--- config.mk ---
export PLATFORM = sky130hd
export DESIGN_NAME = dwarf_line_program_lookup_unit_flat
export DESIGN_NICKNAME = d
export VERILOG_FILES = /design/src/rtl/dlpl_pkg.sv /design/src/rtl/dlpl_in_if.sv /design/src/rtl/dlpl_out_if.sv /design/src/rtl/dlpl_cfg_if.sv /design/src/rtl/dwarf_line_program_lookup_unit.sv /design/src/rtl/dlpl_div.sv /design/src/rtl/dlpl_dp.sv /design/src/rtl/dlpl_ctrl.sv /design/src/flat_wrapper.sv
export VERILOG_INCLUDE_DIRS = /design/src /design/src/rtl
export SDC_FILE = /design/constraint.sdc
export NUM_CORES = 2
export LEC_CHECK = 0
export BUFFER_PORTS_ARGS = -buffer_cell sky130_fd_sc_hd__buf_2
export CAP_MARGIN = 20
export CORE_MARGIN = 1.5
export CORE_UTILIZATION = 56
export CTS_CLUSTER_SIZE = 8
export DETAILED_ROUTE_END_ITERATION = 10
export PLACE_DENSITY = 0.84
export SKIP_CTS_REPAIR_TIMING = 1
export SYNTH_ARGS = -nofsm -noshare
export SYNTH_HDL_FRONTEND = slang
export SYNTH_HIERARCHICAL = 1
export SYNTH_SLANG_ARGS = --single-unit
--- constraint.sdc ---
create_clock -name clk -period 15.2 [get_ports clk]
set_input_delay 3.04 -clock clk [delete_from_list [all_inputs] [get_ports clk]]
set_output_delay 3.04 -clock clk [all_outputs]
set_load 0.03 [all_outputs]
--- src/rtl/dwarf_line_program_lookup_unit_macros.svh ---
// ----------------------------------------------------------------------------
// Assertion macros for the line program lookup unit
// Each macro expects clk and rst_n in scope.
// ----------------------------------------------------------------------------
`ifndef DWARF_LINE_PROGRAM_LOOKUP_UNIT_MACROS_SVH
`define DWARF_LINE_PROGRAM_LOOKUP_UNIT_MACROS_SVH

// same-cycle implication
`define DLPL_ASSERT_IMP(lbl, ante, cons, msg) \
  lbl: assert property (@(posedge clk) disable iff (!rst_n) (ante) |-> (cons)) \
    else $error(msg);

// next-cycle implication
`define DLPL_ASSERT_NXT(lbl, ante, cons, msg) \
  lbl: assert property (@(posedge clk) disable iff (!rst_n) (ante) |=> (cons)) \
    else $error(msg);

`endif

--- src/rtl/dlpl_pkg.sv ---
// ----------------------------------------------------------------------------
// dlpl_pkg
// Shared types and constants of the line program lookup unit.
// ----------------------------------------------------------------------------
`timescale 1ns / 1ps
`default_nettype none
package dlpl_pkg;

  // standard opcodes
  localparam logic [7:0] OP_EXTENDED      = 8'd0;
  localparam logic [7:0] OP_COPY          = 8'd1;
  localparam logic [7:0] OP_ADVANCE_PC    = 8'd2;
  localparam logic [7:0] OP_ADVANCE_LINE  = 8'd3;
  localparam logic [7:0] OP_SET_FILE      = 8'd4;
  localparam logic [7:0] OP_SET_COLUMN    = 8'd5;
  localparam logic [7:0] OP_NEGATE_STMT   = 8'd6;
  localparam logic [7:0] OP_BASIC_BLOCK   = 8'd7;
  localparam logic [7:0] OP_CONST_ADD_PC  = 8'd8;
  localparam logic [7:0] OP_FIXED_ADV_PC  = 8'd9;
  localparam logic [7:0] OP_PROLOGUE_END  = 8'd10;
  localparam logic [7:0] OP_EPILOGUE_BEG  = 8'd11;

  // extended opcodes
  localparam logic [7:0] EXT_END_SEQUENCE = 8'd1;
  localparam logic [7:0] EXT_SET_ADDRESS  = 8'd2;
  localparam logic [7:0] EXT_SET_DISCRIM  = 8'd4;

  localparam logic [7:0] OPC_MAX = 8'd255;

  // configuration register indexes
  localparam int unsigned CFG_IDX_W = 3;
  localparam logic [CFG_IDX_W-1:0] CFG_TARGET      = 3'd0;
  localparam logic [CFG_IDX_W-1:0] CFG_MIN_INSN    = 3'd1;
  localparam logic [CFG_IDX_W-1:0] CFG_MAX_OPS     = 3'd2;
  localparam logic [CFG_IDX_W-1:0] CFG_DEF_STMT    = 3'd3;
  localparam logic [CFG_IDX_W-1:0] CFG_LINE_BASE   = 3'd4;
  localparam logic [CFG_IDX_W-1:0] CFG_LINE_RANGE  = 3'd5;
  localparam logic [CFG_IDX_W-1:0] CFG_OPCODE_BASE = 3'd6;

  // flag bits
  localparam int unsigned FL_STMT   = 0;
  localparam int unsigned FL_BBLOCK = 1;
  localparam int unsigned FL_PROLOG = 2;
  localparam int unsigned FL_EPILOG = 3;
  localparam int unsigned FL_INFUNC = 4;

  localparam int unsigned DIV_W = 64;

  typedef enum logic [2:0] {
    K_NONE, K_SIMPLE, K_ROW, K_SPECIAL, K_ADVPC, K_CONSTADD
  } kind_t;

  typedef enum logic [1:0] {
    DSEL_SPECIAL, DSEL_CONST, DSEL_ADV, DSEL_R9
  } dsel_t;

  typedef struct packed {
    logic  accept;
    logic  apply_simple;
    logic  div_start;
    dsel_t div_sel;
    logic  sp_line;
    logic  adv_from_opnd;
    logic  adv_from_quo;
    logic  q_from_adv;
    logic  ad1_capture;
    logic  ad2_capture;
    logic  mul;
    logic  add_addr;
    logic  row_update;
    logic  load_out;
  } cmd_t;

  typedef struct packed {
    kind_t kind;
    logic  found;
    logic  div_busy;
    logic  m_is_one;
    logic  match;
    logic  out_full;
  } status_t;

endpackage
`default_nettype wire

--- src/rtl/dlpl_in_if.sv ---
// ----------------------------------------------------------------------------
// dlpl_in_if
// Instruction channel: one decoded line program instruction per transaction.
// ----------------------------------------------------------------------------
`timescale 1ns / 1ps
`default_nettype none
interface dlpl_in_if;
  logic               valid;
  logic               ready;
  logic               unit_start;
  logic [7:0]         func;
  logic [7:0]         ext_func;
  logic [63:0]        operand;
  logic signed [31:0] line_delta;
  modport source (output valid, unit_start, func, ext_func, operand, line_delta,
                  input ready);
  modport sink   (input valid, unit_start, func, ext_func, operand, line_delta,
                  output ready);
endinterface
`default_nettype wire

--- src/rtl/dlpl_out_if.sv ---
// ----------------------------------------------------------------------------
// dlpl_out_if
// Result channel: one matched row per transaction.
// ----------------------------------------------------------------------------
`timescale 1ns / 1ps
`default_nettype none
interface dlpl_out_if;
  logic               valid;
  logic               ready;
  logic [63:0]        range_begin;
  logic [63:0]        range_end;
  logic signed [31:0] line_number;
  logic [31:0]        column_number;
  logic [31:0]        file_index;
  logic [31:0]        discriminator_value;
  logic [4:0]         row_flags;
  modport source (output valid, range_begin, range_end, line_number, column_number,
                  file_index, discriminator_value, row_flags, input ready);
  modport sink   (input valid, range_begin, range_end, line_number, column_number,
                  file_index, discriminator_value, row_flags, output ready);
endinterface
`default_nettype wire

--- src/rtl/dlpl_cfg_if.sv ---
// ----------------------------------------------------------------------------
// dlpl_cfg_if
// Configuration write channel: register index and write data.
// ----------------------------------------------------------------------------
`timescale 1ns / 1ps
`default_nettype none
interface dlpl_cfg_if;
  import dlpl_pkg::*;
  logic                 valid;
  logic                 ready;
  logic [CFG_IDX_W-1:0] index;
  logic [63:0]          data;
  modport source (output valid, index, data, input ready);
  modport sink   (input valid, index, data, output ready);
endinterface
`default_nettype wire

--- src/rtl/dwarf_line_program_lookup_unit.sv ---
// ----------------------------------------------------------------------------
// dwarf_line_program_lookup_unit
// Runs the line-number state machine over decoded instructions and returns
// the first row whose address range covers the target address.
// ----------------------------------------------------------------------------
//  channel | dir | handshake        | payload
//  in_ch   | in  | valid/ready      | unit_start, func, ext_func, operand, line_delta
//  out_ch  | out | valid/ready      | range, line, column, file, discriminator, flags
//  cfg_ch  | in  | valid/ready(=1)  | index, data
//
//  One instruction at a time. Simple opcodes apply at decode; copy and
//  end_sequence go to the test step; special and const_add_pc divide by the
//  line range; with several operations per instruction, these and advance_pc
//  then divide by it on the bit-serial divider (64 steps, 16 on short ones).
//  Reset (rst_n low, synchronous) restores configuration, state and both rows.
//  A match waits in the test step while the previous result is still held.
// ----------------------------------------------------------------------------
`timescale 1ns / 1ps
`default_nettype none
module dwarf_line_program_lookup_unit
  import dlpl_pkg::*;
#(
  parameter int unsigned ADDR_WIDTH = 64
) (
  input  wire logic clk,
  input  wire logic rst_n,
  dlpl_in_if.sink   in_ch,
  dlpl_out_if.source out_ch,
  dlpl_cfg_if.sink  cfg_ch
);
  cmd_t    cmd;
  status_t st;
  logic    in_ready;

  // configuration writes are always taken; the source must send them only when idle, which the unit does not enforce
  assign cfg_ch.ready = 1'b1;
  assign in_ch.ready  = in_ready;

  dlpl_ctrl u_ctrl (
    .clk      (clk),
    .rst_n    (rst_n),
    .in_valid (in_ch.valid),
    .in_ready (in_ready),
    .st       (st),
    .cmd      (cmd)
  );

  dlpl_dp #(.ADDR_WIDTH(ADDR_WIDTH)) u_dp (
    .clk                     (clk),
    .rst_n                   (rst_n),
    .cfg_we                  (cfg_ch.valid),
    .cfg_idx                 (cfg_ch.index),
    .cfg_wdata               (cfg_ch.data),
    .in_unit_start           (in_ch.unit_start),
    .in_func                 (in_ch.func),
    .in_ext_func             (in_ch.ext_func),
    .in_operand              (in_ch.operand),
    .in_line_delta           (in_ch.line_delta),
    .cmd                     (cmd),
    .st                      (st),
    .out_valid               (out_ch.valid),
    .out_ready               (out_ch.ready),
    .out_range_begin         (out_ch.range_begin),
    .out_range_end           (out_ch.range_end),
    .out_line_number         (out_ch.line_number),
    .out_column_number       (out_ch.column_number),
    .out_file_index          (out_ch.file_index),
    .out_discriminator_value (out_ch.discriminator_value),
    .out_row_flags           (out_ch.row_flags)
  );
endmodule
`default_nettype wire

--- src/rtl/dlpl_div.sv ---
// ----------------------------------------------------------------------------
// dlpl_div
// Radix-2 restoring divider, 64-bit dividend by 8-bit divisor.
// Long mode runs 64 steps; short mode 16 steps for dividends below 2^16.
// ----------------------------------------------------------------------------
`timescale 1ns / 1ps
`default_nettype none
module dlpl_div
  import dlpl_pkg::*;
(
  input  wire logic             clk,
  input  wire logic             rst_n,
  input  wire logic             start,
  input  wire logic             long_mode,
  input  wire logic [DIV_W-1:0] dividend,
  input  wire logic [7:0]       divisor,
  output logic                  busy,
  output logic [DIV_W-1:0]      quotient,
  output logic [7:0]            remainder
);
  localparam int unsigned SHORT_W = 16;

  logic [6:0]       cnt_r;
  logic [DIV_W-1:0] quo_r;
  logic [7:0]       rem_r;
  logic [7:0]       dvs_r;
  logic [8:0]       trial;
  logic             ge;

  assign trial = {rem_r, quo_r[DIV_W-1]};
  assign ge    = trial >= {1'b0, dvs_r};

  always_ff @(posedge clk) begin
    if (!rst_n) begin
      cnt_r <= '0;
    end else if (start) begin
      cnt_r <= long_mode ? 7'(DIV_W) : 7'(SHORT_W);
      dvs_r <= divisor;
      rem_r <= '0;
      quo_r <= long_mode ? dividend : {dividend[SHORT_W-1:0], {(DIV_W-SHORT_W){1'b0}}};
    end else if (cnt_r != '0) begin
      cnt_r <= cnt_r - 7'd1;
      rem_r <= ge ? 8'(trial - {1'b0, dvs_r}) : trial[7:0];
      quo_r <= {quo_r[DIV_W-2:0], ge};
    end
  end

  assign busy      = cnt_r != '0;
  assign quotient  = quo_r;
  assign remainder = rem_r;
endmodule
`default_nettype wire

--- src/rtl/dlpl_dp.sv ---
// ----------------------------------------------------------------------------
// dlpl_dp
// Datapath: configuration, current and previous rows, divider, scaling
// multiplier, match test and result register.
// ----------------------------------------------------------------------------
`timescale 1ns / 1ps
`default_nettype none
module dlpl_dp
  import dlpl_pkg::*;
#(
  parameter int unsigned ADDR_WIDTH = 64
) (
  input  wire logic                 clk,
  input  wire logic                 rst_n,
  input  wire logic                 cfg_we,
  input  wire logic [CFG_IDX_W-1:0] cfg_idx,
  input  wire logic [63:0]          cfg_wdata,
  input  wire logic                 in_unit_start,
  input  wire logic [7:0]           in_func,
  input  wire logic [7:0]           in_ext_func,
  input  wire logic [63:0]          in_operand,
  input  wire logic signed [31:0]   in_line_delta,
  input  wire cmd_t                 cmd,
  output status_t                   st,
  output logic                      out_valid,
  input  wire logic                 out_ready,
  output logic [63:0]               out_range_begin,
  output logic [63:0]               out_range_end,
  output logic signed [31:0]        out_line_number,
  output logic [31:0]               out_column_number,
  output logic [31:0]               out_file_index,
  output logic [31:0]               out_discriminator_value,
  output logic [4:0]                out_row_flags
);
  localparam int unsigned AW = ADDR_WIDTH;
  localparam logic [AW-1:0] ADDR_ONES = '1;
  // fresh row flags while the configuration itself is being reset
  localparam logic [4:0] FLAGS_RST =
    5'((1 << FL_INFUNC) | (1 << FL_PROLOG) | (1 << FL_STMT));

  // configuration
  logic [AW-1:0] target_r;
  logic [7:0]    min_insn_r, max_ops_r, line_base_r, line_range_r, opcode_base_r;
  logic          def_stmt_r;

  // item under work
  logic [7:0]  func_r, ext_r;
  logic [63:0] opnd_r;
  logic [31:0] delta_r;

  // rows
  logic [AW-1:0] cur_addr_r, prev_addr_r;
  logic [7:0]    cur_opi_r;
  logic [31:0]   cur_file_r, cur_line_r, cur_col_r, cur_disc_r;
  logic [31:0]   prev_file_r, prev_line_r, prev_col_r, prev_disc_r;
  logic [4:0]    cur_flags_r, prev_flags_r;
  logic          found_r;

  // advance working registers
  logic [63:0]   adv_r, q_r;
  logic [8:0]    r9_r;
  logic [AW-1:0] prod_r;

  logic          out_valid_r;

  logic [7:0]  lr_eff, m_eff, adj;
  logic [4:0]  flags_init;
  logic        is_special;
  kind_t       kind;
  logic [63:0] div_dvd;
  logic [7:0]  div_dvs;
  logic        div_busy;
  logic [63:0] div_quo;
  logic [7:0]  div_rem;
  logic [71:0] prod_full;

  assign lr_eff     = (line_range_r == 8'd0) ? 8'd1 : line_range_r;
  assign m_eff      = (max_ops_r == 8'd0) ? 8'd1 : max_ops_r;
  assign adj        = func_r - opcode_base_r;
  assign is_special = func_r >= opcode_base_r;
  assign flags_init = 5'((1 << FL_INFUNC) | (1 << FL_PROLOG) | (def_stmt_r << FL_STMT));
  assign prod_full  = q_r * min_insn_r;

  always_comb begin
    kind = K_NONE;
    if (is_special) begin
      kind = K_SPECIAL;
    end else begin
      unique case (func_r)
        OP_EXTENDED: begin
          if (ext_r == EXT_END_SEQUENCE) kind = K_ROW;
          else if (ext_r == EXT_SET_ADDRESS || ext_r == EXT_SET_DISCRIM) kind = K_SIMPLE;
        end
        OP_COPY:         kind = K_ROW;
        OP_ADVANCE_PC:   kind = K_ADVPC;
        OP_CONST_ADD_PC: kind = K_CONSTADD;
        OP_ADVANCE_LINE, OP_SET_FILE, OP_SET_COLUMN, OP_NEGATE_STMT, OP_BASIC_BLOCK,
        OP_FIXED_ADV_PC, OP_PROLOGUE_END, OP_EPILOGUE_BEG: kind = K_SIMPLE;
        default:         kind = K_NONE;
      endcase
    end
  end

  always_comb begin
    unique case (cmd.div_sel)
      DSEL_SPECIAL: begin div_dvd = {56'd0, adj};               div_dvs = lr_eff; end
      DSEL_CONST:   begin div_dvd = {56'd0, OPC_MAX - opcode_base_r}; div_dvs = lr_eff; end
      DSEL_ADV:     begin div_dvd = adv_r;                      div_dvs = m_eff;  end
      default:      begin div_dvd = {55'd0, r9_r};              div_dvs = m_eff;  end
    endcase
  end

  dlpl_div u_div (
    .clk       (clk),
    .rst_n     (rst_n),
    .start     (cmd.div_start),
    .long_mode (cmd.div_sel == DSEL_ADV),
    .dividend  (div_dvd),
    .divisor   (div_dvs),
    .busy      (div_busy),
    .quotient  (div_quo),
    .remainder (div_rem)
  );

  // configuration registers
  always_ff @(posedge clk) begin
    if (!rst_n) begin
      target_r      <= '0;
      min_insn_r    <= 8'd1;
      max_ops_r     <= 8'd1;
      def_stmt_r    <= 1'b1;
      line_base_r   <= 8'hFB;
      line_range_r  <= 8'd14;
      opcode_base_r <= 8'd13;
    end else if (cfg_we) begin
      unique case (cfg_idx)
        CFG_TARGET:      target_r      <= cfg_wdata[AW-1:0];
        CFG_MIN_INSN:    min_insn_r    <= cfg_wdata[7:0];
        CFG_MAX_OPS:     max_ops_r     <= cfg_wdata[7:0];
        CFG_DEF_STMT:    def_stmt_r    <= cfg_wdata[0];
        CFG_LINE_BASE:   line_base_r   <= cfg_wdata[7:0];
        CFG_LINE_RANGE:  line_range_r  <= cfg_wdata[7:0];
        CFG_OPCODE_BASE: opcode_base_r <= cfg_wdata[7:0];
        default: ;
      endcase
    end
  end

  // item latch and working registers
  always_ff @(posedge clk) begin
    if (cmd.accept) begin
      func_r  <= in_func;
      ext_r   <= in_ext_func;
      opnd_r  <= in_operand;
      delta_r <= in_line_delta;
    end
    if (cmd.adv_from_opnd) adv_r <= opnd_r;
    if (cmd.adv_from_quo || cmd.sp_line) adv_r <= div_quo;
    if (cmd.q_from_adv) q_r <= adv_r;
    if (cmd.ad1_capture) begin
      q_r  <= div_quo;
      r9_r <= {1'b0, div_rem} + {1'b0, cur_opi_r};
    end
    if (cmd.ad2_capture) q_r <= q_r + div_quo;
    if (cmd.mul) prod_r <= prod_full[AW-1:0];
  end

  // rows, found flag, result register
  always_ff @(posedge clk) begin
    if (!rst_n || (cmd.accept && in_unit_start)) begin
      cur_addr_r   <= '0;
      cur_opi_r    <= '0;
      cur_file_r   <= 32'd1;
      cur_line_r   <= 32'd1;
      cur_col_r    <= '0;
      cur_disc_r   <= '0;
      cur_flags_r  <= rst_n ? flags_init : FLAGS_RST;
      prev_addr_r  <= ADDR_ONES;
      prev_file_r  <= 32'd1;
      prev_line_r  <= 32'd1;
      prev_col_r   <= '0;
      prev_disc_r  <= '0;
      prev_flags_r <= '0;
      found_r      <= 1'b0;
    end else begin
      if (cmd.apply_simple) begin
        unique case (func_r)
          OP_EXTENDED: begin
            if (ext_r == EXT_SET_ADDRESS) begin
              cur_addr_r <= opnd_r[AW-1:0];
              cur_opi_r  <= '0;
            end else begin
              cur_disc_r <= opnd_r[31:0];
            end
          end
          OP_ADVANCE_LINE: cur_line_r <= cur_line_r + delta_r;
          OP_SET_FILE:     cur_file_r <= opnd_r[31:0];
          OP_SET_COLUMN:   cur_col_r  <= opnd_r[31:0];
          OP_NEGATE_STMT:  cur_flags_r[FL_STMT]   <= ~cur_flags_r[FL_STMT];
          OP_BASIC_BLOCK:  cur_flags_r[FL_BBLOCK] <= 1'b1;
          OP_FIXED_ADV_PC: begin
            cur_addr_r <= cur_addr_r + AW'(opnd_r[15:0]);
            cur_opi_r  <= '0;
          end
          OP_PROLOGUE_END: cur_flags_r[FL_PROLOG] <= 1'b0;
          OP_EPILOGUE_BEG: cur_flags_r[FL_EPILOG] <= 1'b1;
          default: ;
        endcase
      end
      if (cmd.sp_line)
        cur_line_r <= cur_line_r + {24'd0, div_rem} + {{24{line_base_r[7]}}, line_base_r};
      if (cmd.ad2_capture) cur_opi_r <= div_rem;
      if (cmd.add_addr) cur_addr_r <= cur_addr_r + prod_r;
      if (cmd.row_update) begin
        if (!is_special && func_r == OP_EXTENDED) begin
          // end of sequence: fresh current row, previous address invalid
          cur_addr_r  <= '0;
          cur_opi_r   <= '0;
          cur_file_r  <= 32'd1;
          cur_line_r  <= 32'd1;
          cur_col_r   <= '0;
          cur_disc_r  <= '0;
          cur_flags_r <= flags_init;
          prev_addr_r <= ADDR_ONES;
        end else begin
          prev_addr_r  <= cur_addr_r;
          prev_file_r  <= cur_file_r;
          prev_line_r  <= cur_line_r;
          prev_col_r   <= cur_col_r;
          prev_disc_r  <= cur_disc_r;
          prev_flags_r <= cur_flags_r;
          cur_disc_r   <= '0;
          cur_flags_r  <= (cur_flags_r & ~5'((1 << FL_BBLOCK) | (1 << FL_EPILOG)))
                          | 5'(1 << FL_PROLOG);
        end
      end
      if (cmd.load_out) found_r <= 1'b1;
    end
  end

  always_ff @(posedge clk) begin
    if (!rst_n) begin
      out_valid_r <= 1'b0;
    end else if (cmd.load_out) begin
      out_valid_r <= 1'b1;
    end else if (out_ready) begin
      out_valid_r <= 1'b0;
    end
  end

  always_ff @(posedge clk) begin
    if (cmd.load_out) begin
      out_range_begin         <= 64'(prev_addr_r);
      out_range_end           <= 64'(cur_addr_r);
      out_line_number         <= prev_line_r;
      out_column_number       <= prev_col_r;
      out_file_index          <= prev_file_r;
      out_discriminator_value <= prev_disc_r;
      out_row_flags           <= prev_flags_r;
    end
  end

  assign out_valid   = out_valid_r;
  assign st.kind     = kind;
  assign st.found    = found_r;
  assign st.div_busy = div_busy;
  assign st.m_is_one = m_eff == 8'd1;
  assign st.match    = (prev_addr_r <= target_r) && (cur_addr_r > target_r);
  assign st.out_full = out_valid_r;
endmodule
`default_nettype wire

--- src/rtl/dlpl_ctrl.sv ---
// ----------------------------------------------------------------------------
// dlpl_ctrl
// Sequencer: steps the datapath through decode, divisions, scaling and test.
// ----------------------------------------------------------------------------
`timescale 1ns / 1ps
`default_nettype none
`include "dwarf_line_program_lookup_unit_macros.svh"
module dlpl_ctrl
  import dlpl_pkg::*;
(
  input  wire logic    clk,
  input  wire logic    rst_n,
  input  wire logic    in_valid,
  output logic         in_ready,
  input  wire status_t st,
  output cmd_t         cmd
);
  typedef enum logic [3:0] {
    S_IDLE, S_DECODE, S_SPDIV, S_CADIV, S_ADV, S_AD1, S_AD2S, S_AD2,
    S_MUL, S_ADDA, S_TEST
  } state_t;

  state_t state_r, state_nxt;

  always_comb begin
    cmd       = '0;
    cmd.div_sel = DSEL_SPECIAL;
    state_nxt = state_r;
    in_ready  = state_r == S_IDLE;
    unique case (state_r)
      S_IDLE: begin
        cmd.accept = in_valid;
        if (in_valid) state_nxt = S_DECODE;
      end
      S_DECODE: begin
        if (st.found) begin
          state_nxt = S_IDLE;
        end else begin
          unique case (st.kind)
            K_SIMPLE: begin cmd.apply_simple = 1'b1; state_nxt = S_IDLE; end
            K_ROW:    state_nxt = S_TEST;
            K_SPECIAL: begin
              cmd.div_start = 1'b1; cmd.div_sel = DSEL_SPECIAL; state_nxt = S_SPDIV;
            end
            K_CONSTADD: begin
              cmd.div_start = 1'b1; cmd.div_sel = DSEL_CONST; state_nxt = S_CADIV;
            end
            K_ADVPC:  begin cmd.adv_from_opnd = 1'b1; state_nxt = S_ADV; end
            default:  state_nxt = S_IDLE;
          endcase
        end
      end
      S_SPDIV: if (!st.div_busy) begin cmd.sp_line = 1'b1; state_nxt = S_ADV; end
      S_CADIV: if (!st.div_busy) begin cmd.adv_from_quo = 1'b1; state_nxt = S_ADV; end
      S_ADV: begin
        if (st.m_is_one) begin
          cmd.q_from_adv = 1'b1;
          state_nxt = S_MUL;
        end else begin
          cmd.div_start = 1'b1; cmd.div_sel = DSEL_ADV; state_nxt = S_AD1;
        end
      end
      S_AD1:  if (!st.div_busy) begin cmd.ad1_capture = 1'b1; state_nxt = S_AD2S; end
      S_AD2S: begin cmd.div_start = 1'b1; cmd.div_sel = DSEL_R9; state_nxt = S_AD2; end
      S_AD2:  if (!st.div_busy) begin
        cmd.div_sel = DSEL_R9; cmd.ad2_capture = 1'b1; state_nxt = S_MUL;
      end
      S_MUL:  begin cmd.mul = 1'b1; state_nxt = S_ADDA; end
      S_ADDA: begin
        cmd.add_addr = 1'b1;
        state_nxt = (st.kind == K_SPECIAL) ? S_TEST : S_IDLE;
      end
      S_TEST: begin
        if (!st.match) begin
          cmd.row_update = 1'b1; state_nxt = S_IDLE;
        end else if (!st.out_full) begin
          cmd.load_out = 1'b1; state_nxt = S_IDLE;
        end
      end
      default: state_nxt = S_IDLE;
    endcase
  end

  always_ff @(posedge clk) begin
    if (!rst_n) state_r <= S_IDLE;
    else        state_r <= state_nxt;
  end

  `DLPL_ASSERT_NXT(a_accept_decodes, cmd.accept, state_r == S_DECODE, "accept not followed by decode")
  `DLPL_ASSERT_IMP(a_load_free, cmd.load_out, !st.out_full, "result loaded over pending one")
  `DLPL_ASSERT_IMP(a_div_idle, cmd.div_start, !st.div_busy, "divider restarted while busy")
  `DLPL_ASSERT_NXT(a_div_runs, cmd.div_start, st.div_busy, "divider did not start")
endmodule
`default_nettype wire
--- src/flat_wrapper.sv ---
// flat-port wrapper written by rule: the top's interface ports become plain ports
module dwarf_line_program_lookup_unit_flat import dlpl_pkg::*;
#(
  parameter int unsigned ADDR_WIDTH = 64
)
  (clk, rst_n, in_ch_valid, in_ch_unit_start, in_ch_func, in_ch_ext_func, in_ch_operand, in_ch_line_delta, in_ch_ready, out_ch_valid, out_ch_range_begin, out_ch_range_end, out_ch_line_number, out_ch_column_number, out_ch_file_index, out_ch_discriminator_value, out_ch_row_flags, out_ch_ready, cfg_ch_valid, cfg_ch_index, cfg_ch_data, cfg_ch_ready);
  dlpl_in_if in_ch_i ();
  dlpl_out_if out_ch_i ();
  dlpl_cfg_if cfg_ch_i ();
  input  wire logic clk;
  input  wire logic rst_n;
  input wire logic [$bits(in_ch_i.valid)-1:0] in_ch_valid;
  input wire logic [$bits(in_ch_i.unit_start)-1:0] in_ch_unit_start;
  input wire logic [$bits(in_ch_i.func)-1:0] in_ch_func;
  input wire logic [$bits(in_ch_i.ext_func)-1:0] in_ch_ext_func;
  input wire logic [$bits(in_ch_i.operand)-1:0] in_ch_operand;
  input wire logic [$bits(in_ch_i.line_delta)-1:0] in_ch_line_delta;
  output wire logic [$bits(in_ch_i.ready)-1:0] in_ch_ready;
  output wire logic [$bits(out_ch_i.valid)-1:0] out_ch_valid;
  output wire logic [$bits(out_ch_i.range_begin)-1:0] out_ch_range_begin;
  output wire logic [$bits(out_ch_i.range_end)-1:0] out_ch_range_end;
  output wire logic [$bits(out_ch_i.line_number)-1:0] out_ch_line_number;
  output wire logic [$bits(out_ch_i.column_number)-1:0] out_ch_column_number;
  output wire logic [$bits(out_ch_i.file_index)-1:0] out_ch_file_index;
  output wire logic [$bits(out_ch_i.discriminator_value)-1:0] out_ch_discriminator_value;
  output wire logic [$bits(out_ch_i.row_flags)-1:0] out_ch_row_flags;
  input wire logic [$bits(out_ch_i.ready)-1:0] out_ch_ready;
  input wire logic [$bits(cfg_ch_i.valid)-1:0] cfg_ch_valid;
  input wire logic [$bits(cfg_ch_i.index)-1:0] cfg_ch_index;
  input wire logic [$bits(cfg_ch_i.data)-1:0] cfg_ch_data;
  output wire logic [$bits(cfg_ch_i.ready)-1:0] cfg_ch_ready;
  assign in_ch_i.valid = in_ch_valid;
  assign in_ch_i.unit_start = in_ch_unit_start;
  assign in_ch_i.func = in_ch_func;
  assign in_ch_i.ext_func = in_ch_ext_func;
  assign in_ch_i.operand = in_ch_operand;
  assign in_ch_i.line_delta = in_ch_line_delta;
  assign in_ch_ready = in_ch_i.ready;
  assign out_ch_valid = out_ch_i.valid;
  assign out_ch_range_begin = out_ch_i.range_begin;
  assign out_ch_range_end = out_ch_i.range_end;
  assign out_ch_line_number = out_ch_i.line_number;
  assign out_ch_column_number = out_ch_i.column_number;
  assign out_ch_file_index = out_ch_i.file_index;
  assign out_ch_discriminator_value = out_ch_i.discriminator_value;
  assign out_ch_row_flags = out_ch_i.row_flags;
  assign out_ch_i.ready = out_ch_ready;
  assign cfg_ch_i.valid = cfg_ch_valid;
  assign cfg_ch_i.index = cfg_ch_index;
  assign cfg_ch_i.data = cfg_ch_data;
  assign cfg_ch_ready = cfg_ch_i.ready;
  dwarf_line_program_lookup_unit #(.ADDR_WIDTH(ADDR_WIDTH)) u_core (.clk(clk), .rst_n(rst_n), .in_ch(in_ch_i), .out_ch(out_ch_i), .cfg_ch(cfg_ch_i));
endmodule
==> metrics.txt <==
status complete, no violations; fin cells 9792; FFs w/ async S/R, synth 0%; Starting Density 56.50%; P_leak 0.03318 uW; Simple-Gate Fraction of Synth Area 15.41%; worst-path cell chain buf_4, and2_1, fa_1, fa_1, fa_1, inv_1, fa_1, inv_1, ha_1, a21oi_1, o21ai_1, o21a_1, a211o_1, o32ai_4, o21ai_2, a21oi_1, o21a_1, o21ai_0, xnor2_1; Synth Register Bits 1173; most used cell, CP fa_1; share of layout cells above drive strength 1 about 12%; dominant cells by area after synthesis edfxtp_1, dfxtp_1, fa_1; Max Fclk 0.1615 GHz; Startpoint Class flip-flop; top-area cell type share of the netlist area 26.57%; Post-Route WL between 200000 and 250000 um; clk_lat worst skew 0.84 ns; HPWL after DPL 171100 um; root buffer cell clkbuf_16; # setup viols final 0; die area 0.1350 mm2; yosys warns 6; H-tree Lvls 4; Crit path largest cell delay 0.51 ns; Clk pin slew, worst setup/hold paths 0.05 ns; top cells by count, synth nand2_1, edfxtp_1, a21oi_1; Tmin final 6.193 ns; grt ovf 0; GP Congestion 0.9962; syn_area_per_cell 9.878 um2; final setup TNS 0 ns; GRT Overall Usage 34.34%; via-per-instance ratio 6.275; synth unique cells about 130; DR vias 61450; Critical-path top delay cell buf_4; Hold Violations, Final 0; core area 0.1316 mm2; CTS tree yes; initial antenna violation count 42; count leader, synth nand2_1; number of synthesized flops with an enable pin roughly 660; Die H 367.4 um; critical path class flip-flop to flip-flop; Initial DRC Count 7807; RSZ-0062 raised after global routing no; row count between 100 and 150; register area share after synthesis 40.43%; CP endpoint kind flip-flop; Syn Nets 8530; CP arrival 6.71 ns; Power Dens Cells 126.5 mW/mm2; number of global-route vias before repair 59490; IO Pins 449; Max IR drop VDD 0.0001080 V; total CTS buffers 166; synthesized area 0.07437 mm2; largest net degree at the start of global routing 156; clock sinks 1173; DIE WIDTH 367.4 um; mux share of post-synthesis cell area 2.810%; Rel. slew slack 26.44%; router iterations before antenna repair 7; area delta synth->final 12.19%; mean routed wirelength per cell 24.28 um; Worst Max-Slew Pin Slew ~1.1 ns; area fraction in compound gates after synthesis 16.20%; ANT nets after route 0; top_reg_cell synth edfxtp_1; dpl cells 9456; Crit Path Max Fanout 56; fraction of synthesized cell area in xor and xnor cells ~3.3%; skew final around 0.097 ns; Post-Syn Instances 7529; final core occ 63.39%; IO Port Bufs about 450; adder-cell share of the synthesized area 17.40%; clk buf depth 3; final net count a little under 9000; largest family of logic cells by synthesized area adder cells; DRC Markers 0; cell taking the most area after synthesis edfxtp_1; Final Cycle Share between 40% and 50%; Worst EP required roughly 16 ns; Hold Path Class flip-flop to flip-flop; first-pass GRT wire length 356500 um; total of max-cap violations 0; Pins Over Slew Limit 0
layer usage:
metal	track usage, %	part of all wire [%]
met1	44.82	39
met2	52.10	44
met3	10.17	12
met4	16.82	5.2
met5	0	0.12
logic make-up (layout without fill, tap and decap cells):
logic type	count (synthesis)	count (layout)
compound gates	1843	1843
xor+xnor	284	284
fa+ha+maj	816	816
buf+inv	839	1300
flops	1173	1173
mux	189	189
other cells	1	48
simple gates	2384	2384
power by group:
part           internal (uW)  switching [uW]  total (uW)
combinational           1090            1770        2860
clock                   2100            1480        3590
sequential              3710             398        4110
total                   6900            3650       10600
path summary, 6_finish.rpt:
check                               from                             end  slack, ns  cells after the start
min          u_core/u_dp/prev_file_r[31]  u_core/u_dp/out_file_index[31]       0.39                      0
max reg2reg    u_core/u_dp/min_insn_r[2]          u_core/u_dp/prod_r[57]       9.01                     19
min reg2reg  u_core/u_dp/prev_file_r[31]  u_core/u_dp/out_file_index[31]       0.39                      0
max            u_core/u_dp/min_insn_r[2]          u_core/u_dp/prod_r[57]       9.01                     19
metrics by stage:
stage          hold WS (ns)  instance area, um2  total power (uW)  setup slack, ns
3_3_place_gp         0.4123               78210              6818            9.210
6_report             0.3888               83440             10550            9.007
2_1_floorplan        0.4081               74370              5987            1.123
5_1_grt              0.4194               83340             10960            8.702
4_1_cts              0.3947               83270             10480            9.059
3_5_place_dp         0.4125               78210              6901            9.094
sequential cells by signal, indices dropped and copies added (netlist names), 64 cells and up:
| name | count |
|---|---|
| u_core/u_dp/adv_r | 64 |
| u_core/u_dp/out_range_begin | 64 |
| u_core/u_dp/opnd_r | 64 |
| u_core/u_dp/target_r | 64 |
| u_core/u_dp/prev_addr_r | 64 |
| u_core/u_dp/cur_addr_r | 64 |
| u_core/u_dp/q_r | 64 |
| u_core/u_dp/out_range_end | 64 |
| u_core/u_dp/prod_r | 64 |
| u_core/u_dp/u_div/quotient | 64 |
placed cells by master, fill, tap and decap left out, types with 65 or more instances in the layout:
cell type / n
nor2b_1: 65
nand4_1: 80
nor3_1: 71
a21boi_0: 101
a211oi_1: 104
nor2_1: 234
clkbuf_16: 167
a21oi_1: 628
ha_1: 452
a21o_1: 189
fa_1: 364
clkbuf_1: 102
o22a_1: 65
mux2_2: 78
mux2i_1: 103
inv_1: 470
xor2_1: 110
xnor2_1: 174
and2_1: 472
nand3_1: 113
buf_4: 93
buf_2: 446
dfxtp_1: 513
o21ai_0: 307
edfxtp_1: 658
nand2_1: 1132
critical path, delay by kind of cell (launching register included):
family                     cells  cell delay (ns)
adders and majority gates      5             2.27
AOI/OAI and AO/OA              9             2.20
buffers and inverters          3             0.62
DFF                            1             0.43
and+or+nand+nor                1             0.24
xor gates and xnor gates       1             0.14
cell type report:
| type | instances | area (um2) |
|---|---|---|
| fillers | 10140 | 48190 |
| repair buffers | 543 | 3025 |
| flip-flops and latches | 1173 | 30070 |
| multi-input cells | 5517 | 41200 |
| diodes | 47 | 117.6 |
| clock inverters | 17 | 485.5 |
| inverters | 470 | 1764 |
| clock buffers | 270 | 4576 |
| well taps | 1755 | 2196 |
Power figures use the tool's default switching activity.
